File: src/hdl/mdse_pkg.sv
`default_nettype none
package mdse_pkg;
    localparam int NODES = 1024;
    localparam logic [31:0] TIME_STEP_RESET = 32'd4294967;
    localparam logic [31:0] RATIO_MAX = 32'h7FFF_FFFF;
    localparam logic [18:0] DIV6_RECIP = 19'd349526; // ceil(2^21 / 6)
    localparam logic REQ_SNAPSHOT = 1'b0;
    localparam logic REQ_ACCUM = 1'b1;

    typedef struct packed {
        logic              req_type;
        logic [9:0]        node_index;
        logic signed [31:0] force_x;
        logic signed [31:0] force_y;
        logic signed [31:0] force_z;
        logic signed [31:0] vel_x;
        logic signed [31:0] vel_y;
        logic signed [31:0] vel_z;
        logic signed [31:0] pos_x;
        logic signed [31:0] pos_y;
        logic signed [31:0] pos_z;
        logic              last_node;
    } mdse_in_t;

    typedef struct packed {
        logic [63:0] error_value;
        logic        zero_step_seen;
    } mdse_out_t;

    // datapath operations
    typedef enum logic [3:0] {
        OP_NONE, OP_LOAD, OP_LAG, OP_SQ, OP_RDIV, OP_RSQ, OP_SQRT, OP_CPL,
        OP_SUM, OP_DT, OP_DIV6, OP_CLEAR
    } op_t;

    typedef struct packed {
        op_t        op;
        logic [1:0] sel;
        logic       start;
    } cmd_t;

    typedef struct packed {
        logic busy;
    } sts_t;

    function automatic logic [63:0] sat_add(input logic [63:0] a, input logic [63:0] b);
        logic [64:0] s;
        s = {1'b0, a} + {1'b0, b};
        return s[64] ? '1 : s[63:0];
    endfunction
endpackage
`default_nettype wire

File: src/hdl/mdse_ctrl.sv
`default_nettype none
module mdse_ctrl
    import mdse_pkg::*;
(
    input  wire logic     aclk,
    input  wire logic     aresetn,
    input  wire logic     in_valid,
    output logic          in_ready,
    input  wire logic     req_type,
    input  wire logic     last_node,
    output logic          snap_we,
    output logic          res_load,
    input  wire logic     res_free,
    output cmd_t          cmd,
    input  wire sts_t     sts
);
    typedef enum logic [11:0] {
        S_IDLE  = 12'b000000000001,
        S_LAG   = 12'b000000000010,
        S_SQ    = 12'b000000000100,
        S_RDIV  = 12'b000000001000,
        S_RSQ   = 12'b000000010000,
        S_SQRT  = 12'b000000100000,
        S_CPL   = 12'b000001000000,
        S_SUM   = 12'b000010000000,
        S_DT    = 12'b000100000000,
        S_DIV6  = 12'b001000000000,
        S_OUT   = 12'b010000000000,
        S_DONE  = 12'b100000000000
    } state_t;

    state_t     state_reg, state_next;
    logic [1:0] sel_reg, sel_next;
    logic       go_reg, go_next;
    logic       wait_reg, wait_next;

    always_ff @(posedge aclk) begin
        if (!aresetn) begin
            state_reg <= S_IDLE;
            sel_reg   <= '0;
            go_reg    <= 1'b0;
            wait_reg  <= 1'b0;
        end else begin
            state_reg <= state_next;
            sel_reg   <= sel_next;
            go_reg    <= go_next;
            wait_reg  <= wait_next;
        end
    end

    always_comb begin
        state_next = state_reg;
        sel_next   = sel_reg;
        go_next    = 1'b0;
        wait_next  = wait_reg;
        in_ready   = 1'b0;
        snap_we    = 1'b0;
        res_load   = 1'b0;
        cmd        = '{op: OP_NONE, sel: sel_reg, start: go_reg};
        case (state_reg)
            S_IDLE: begin
                if (in_valid) begin
                    if (req_type == REQ_SNAPSHOT) begin
                        in_ready = 1'b1;
                        snap_we  = 1'b1;
                    end else begin
                        cmd.op     = OP_LOAD;
                        state_next = S_LAG;
                    end
                end
            end
            S_LAG: begin
                cmd.op = OP_LAG;
                sel_next = 2'd0;
                state_next = S_SQ;
            end
            S_SQ: begin
                cmd.op = OP_SQ;
                if (sel_reg == 2'd2) begin
                    sel_next = 2'd0;
                    go_next = 1'b1;
                    wait_next = 1'b0;
                    state_next = S_RDIV;
                end else begin
                    sel_next = sel_reg + 2'd1;
                end
            end
            S_RDIV: begin
                cmd.op = OP_RDIV;
                if (!go_reg && !sts.busy) begin
                    if (wait_reg) begin
                        wait_next = 1'b0;
                        if (sel_reg == 2'd2) begin
                            sel_next = 2'd0;
                            state_next = S_RSQ;
                        end else begin
                            sel_next = sel_reg + 2'd1;
                            go_next = 1'b1;
                        end
                    end else begin
                        // capture quotient next cycle
                        cmd.op = OP_NONE;
                        wait_next = 1'b1;
                    end
                end
            end
            S_RSQ: begin
                cmd.op = OP_RSQ;
                if (sel_reg == 2'd2) begin
                    go_next = 1'b1;
                    wait_next = 1'b0;
                    state_next = S_SQRT;
                end else begin
                    sel_next = sel_reg + 2'd1;
                end
            end
            S_SQRT: begin
                cmd.op = OP_SQRT;
                if (!go_reg && !sts.busy) begin
                    state_next = S_CPL;
                end
            end
            S_CPL: begin
                cmd.op = OP_CPL;
                if (wait_reg) begin
                    wait_next = 1'b0;
                    in_ready = !last_node;
                    state_next = last_node ? S_SUM : S_IDLE;
                end else begin
                    wait_next = 1'b1;
                end
                if (!last_node && wait_reg) begin
                    cmd.op = OP_CPL;
                end
            end
            S_SUM: begin
                cmd.op = OP_SUM;
                sel_next = 2'd0;
                wait_next = 1'b0;
                state_next = S_DT;
            end
            S_DT: begin
                cmd.op = OP_DT;
                if (wait_reg) begin
                    wait_next = 1'b0;
                    if (sel_reg == 2'd2) begin
                        go_next = 1'b1;
                        state_next = S_DIV6;
                    end else begin
                        sel_next = sel_reg + 2'd1;
                    end
                end else begin
                    wait_next = 1'b1;
                end
            end
            S_DIV6: begin
                cmd.op = OP_DIV6;
                if (!go_reg && !sts.busy) begin
                    state_next = S_OUT;
                end
            end
            S_OUT: begin
                if (res_free) begin
                    res_load = 1'b1;
                    state_next = S_DONE;
                end
            end
            S_DONE: begin
                cmd.op = OP_CLEAR;
                in_ready = 1'b1;
                state_next = S_IDLE;
            end
            default: state_next = S_IDLE;
        endcase
    end
endmodule
`default_nettype wire

File: config.mk
export PLATFORM = sky130hd
export DESIGN_NAME = mdse_ctrl
export DESIGN_NICKNAME = d
export VERILOG_FILES = /design/src/hdl/mdse_pkg.sv /design/src/hdl/mdse_ctrl.sv
export SDC_FILE = /design/constraint.sdc
export NUM_CORES = 1
export LEC_CHECK = 0
export ABC_AREA = 1
export CAP_MARGIN = 20
export CORE_MARGIN = 1.5
export CORE_UTILIZATION = 55
export DETAILED_ROUTE_END_ITERATION = 8
export DONT_BUFFER_PORTS = 1
export PLACE_DENSITY = 0.79
export RECOVER_POWER = 50
export SLEW_MARGIN = 20
export SYNTH_ARGS = -nofsm -noshare
export SYNTH_HDL_FRONTEND = slang
export SYNTH_SLANG_ARGS = --single-unit
File: constraint.sdc
create_clock -name aclk -period 4.2 [get_ports aclk]
set_clock_uncertainty 0.2 [all_clocks]
set_input_delay 0.84 -clock aclk [delete_from_list [all_inputs] [get_ports aclk]]
set_output_delay 0.84 -clock aclk [all_outputs]
set_load 0.02 [all_outputs]
After elaboration in Yosys (flattened, before gate mapping)
Cells that the tools add are included.
Widths: inputs -> output; s select.

word-level totals
  bits in registers = 16
  bits of input ports = 7
  output and inout bits = 10
  word-level logic and storage cells = 87

cells by class
  $add $sub $neg = 1
  eq/ne operators = 27
  multiplexer cells = 43
  reductions and logical operators = 12

operator list
  kind                  count
  $mux 12               13
  $pmux 12 s11          1
  $pmux 4 s11           1
  $ne 2x2->1 const B    13
  $mux 1                16
  $reduce_and 13->1     1
  $eq 12x1->1 const B   1
  $eq 12x10->1 const B  1
  $eq 12x11->1 const B  1
  $eq 12x12->1 const B  1
  $eq 12x2->1 const B   1
  $eq 12x3->1 const B   1
  $eq 12x4->1 const B   1
  $eq 12x5->1 const B   1
  $eq 12x6->1 const B   1
  $eq 12x7->1 const B   1
  $eq 12x8->1 const B   1
  $eq 12x9->1 const B   1
  $mux 2                5
  $pmux 2 s5            1
  $mux 8                1
  $mux 3                2
  $pmux 1 s3            2
  $reduce_or 2->1       3
  10 further kinds      12

Longest topological paths before layout
  word-level depth = 5
  mapped depth = 13
  depth with buffers taken out = 12

Worst setup path before layout
Ideal clock, no wire load.

  path type = input to output
  from = in sts
  to = out cmd[5] (netlist bit)
  data arrival time = 1.407 ns
  path slack = 1.753 ns
  stages on the path = 4
  buffers on the path = 0
  cell sequence = nor2_1 inv_1 nor2_1 o2111ai_1

RTL lines
  item         RTL line         text
  from (decl)  mdse_ctrl.sv:15  input wire sts_t sts
  to (decl)    mdse_ctrl.sv:14  output cmd_t cmd,

==> results by group <==
Timing
  – Worst-Margin Slew: 0.526 ns
  – Final worst-path cycle share: 71.0%
  – Setup-failing EPs final: 0
  – Post-layout minimum cycle time: a little under 3 ns
  – Final Max Tran Viols: 0
  – Fmax: 335 MHz
  – Slew headroom: 64.8%
  – RSZ-0062 raised after global routing: false
  – Setup TNS: 0 ns
  – Final hold vios: 0

Clock network
  – Cts hold-fix bufs: 0
  – Clock-pin slew on the worst setup and hold paths: roughly 0.1 ns
  – Number of CTS-inserted buffers: 3
  – Clock sink total: 16
  – Setup Fix Bufs, Post-CTS: 0
  – Post-CTS sizing: 0
  – Clock tree buffer depth: 2
  – CTS tree: yes
  – CTS root buffer: clkbuf_4
  – CTS HTree Levels: 1
  – Worst-Skew Late Latency: 0.29 ns

Logic synthesis
  – Ys flop type: dfxtp_1
  – Top cells by area, synth: dfxtp_1 24%, nand2_1 19%, nor2_1 11%
  – Syn nets: 237
  – Mapped cell area: around 1400 µm²
  – Yosys warning count: 0
  – Synth top area share: 23.7%
  – EDFF count, synth: 0
  – Sequential area share after synthesis: 23.7%
  – Synth Register Bits: 16
  – Most frequent cell after synthesis: nand2_1
  – Post-synth top area cell: dfxtp_1
  – Synth cell count leaders: 67 x nand2_1, 38 x nor2_1, 35 x inv_1
  – Synth cell types: 28
  – Syn Inst Count: 227
  – Average cell area after synthesis: between 5 and 6 µm²
  – Async SR Flop Fraction: 0%

Global route
  – GRT Overall Usage: 23.9%
  – M2 GR Usage: 39.0%
  – Met3 usage: 4.86%
  – First-pass GRT wire length: 4910 µm
  – GR peak layer: met2
  – Antenna violations before repair: 0
  – Vias in the first global route: 1140
  – Grt ovf: 0
  – Grt met1 use: 31.8%
  – Largest net degree at the start of global routing: 16

Placement
  – IO Port Bufs: 0
  – Post-DP HPWL: 2330 µm
  – Placed insts: 252
  – GPL Wtd Cong: 0.961

Floorplan
  – DIE WIDTH: 52.5 µm
  – Num rows: 17
  – Initial Utilization: about three fifths
  – I/O pins: 17
  – Die extent in y: about 53 µm
  – DIE AREA: 2760 µm²
  – Core area: 2250 µm²

Routing
  – Post-route ant nets: 0
  – Pre-antenna DRT Iters: 4
  – DR vias/cell: between 5 and 6
  – Initial DRC Count: 28
  – DR vias: around 1300
  – DRC Markers: 0
  – Routed len/inst: 11.2 µm
  – Post-Route WL: 2860 µm

Setup path
  – Startpoint types: register
  – CP cell instances: nor2_1 > nand2_4 > nor2_1 > nand2_1 > nand3_1 > or3_1
  – Worst EP arrival: 1.94 ns
  – Worst R2R End: state_reg[10]
  – WP data required: 3.16 ns
  – CP endpoint kind: output pin
  – Critical R2R Launch: state_reg[4]
  – Slowest cell on crit path: nor2_1
  – Worst R2R Setup Slack: roughly 1.7 ns
  – Crit path kind: register to output pin
  – R2R depth: 10
  – Crit-path max FO: 7
  – CP peak stage delay: 0.35 ns
  – Critical path launch point: state_reg[4]
  – Worst path most repeated cell: nor2_1

Power and ir drop
  – Comb pwr share: between 50 and 60%
  – Internal power: 365 µW
  – Sw Pwr: 398 µW
  – Maximum vdd drop: 318 µV
  – Sw Ratio: 52.2%
  – Clock network power share: 11.0%
  – PwrDens: approximately 570 nW/µm²
  – Leak Pwr: 0.810 nW
  – Sequential power share: about 29%

Min path
  – Hold endpoint: state_reg[4]
  – Hold path depth: 2
  – Worst Hold Class: register to register
  – Hold_sp: state_reg[4]

Cells and area
  – Antenna diodes: 0
  – Layout Cells excl Fill: 255
  – Final Util: 59.3%
  – Area growth, synth to finish: -0.927%
  – Final net count: ~240
  – Share of layout cells above drive strength 1: 9.69%
  – Largest register FFs: 12

Outcome
  – Status: finished clean

Job
  – Max cap viols: 0
[worst max path at each step]
stage / cells past startpoint / to / slack [ns]
after detailed placement: 5 / cmd[5] / 1.67
after CTS: 5 / cmd[5] / 1.34
final: 6 / cmd[3] / 1.22
after global placement: 4 / cmd[5] / 1.67
after floorplan: 4 / cmd[5] / 1.75
after global routing: 6 / cmd[3] / 1.10
[cell usage in the layout (no fill, tap or decap)]
master      n
or3_1       1
nand3b_1    2
nor2_1     39
or2_2       1
a21oi_1     4
nor3_1      7
a21boi_0    1
inv_1      35
nor2_2      7
nor2_4      2
o2111ai_1   1
nor3_2      1
nand2_1    69
o21ai_0     2
nand2_4     3
clkbuf_4    3
inv_2       1
nand3_1    17
ha_1        3
nand4_1     7
o221ai_1    1
nand2_2     4
dfxtp_1    16
[logic make-up (layout without fill, tap and decap cells)]
logic type	count (synthesis)	after routing	synth area share, %
adder cells (fa/ha/maj)	3	3	2.78
flip-flops	16	16	23.7
AND/OR/NAND/NOR	160	160	57.5
AO/OA/AOI/OAI	9	9	4.08
buffers and inverters	39	39	12.0
[worst max-delay path, delay by kind of cell, from the launching register on]
family           cells  cell delay [ns]
flip-flops           1             0.34
AND/OR/NAND/NOR      6             1.31
[per-layer routing]
layer  vias to the layer above  share of wire [%]
met1                       582                 48
met2                        31                 45
met5                         -                  0
met3                         4                5.8
met4                         0                1.2
li1                        706                  -
[stage by stage]
step / total power [mW] / worst slack, ns / instance area [µm²] / hold slack [ns]
after CTS: 0.795 / 1.34 / 1380 / 0.315
after floorplan: 0.660 / 1.75 / 1350 / 0.279
after global routing: 0.848 / 1.10 / 1340 / 0.351
final: 0.763 / 1.22 / 1340 / 0.318
after global placement: 0.705 / 1.67 / 1360 / 0.290
after detailed placement: 0.709 / 1.67 / 1360 / 0.301
[cell type report]
| cell class | count | area [µm²] |
|---|---|---|
| Fill cell | 261 | 917 |
| Multi-Input combinational cell | 172 | 825 |
| Sequential cell | 16 | 320 |
| Inverter | 36 | 135 |
| Tap cell | 28 | 35.0 |
| Clock buffer | 3 | 22.5 |
[power by group through the flow]
stage	Clock (mW)	Combinational [mW]	Sequential, mW
5_1_grt	0.0956	0.524	0.228
3_3_place_gp	0	0.479	0.226
2_1_floorplan	0	0.439	0.221
6_report	0.0842	0.455	0.223
4_1_cts	0.0880	0.483	0.224
3_5_place_dp	0	0.481	0.228
No activity file was read; power rests on OpenSTA's default activity.
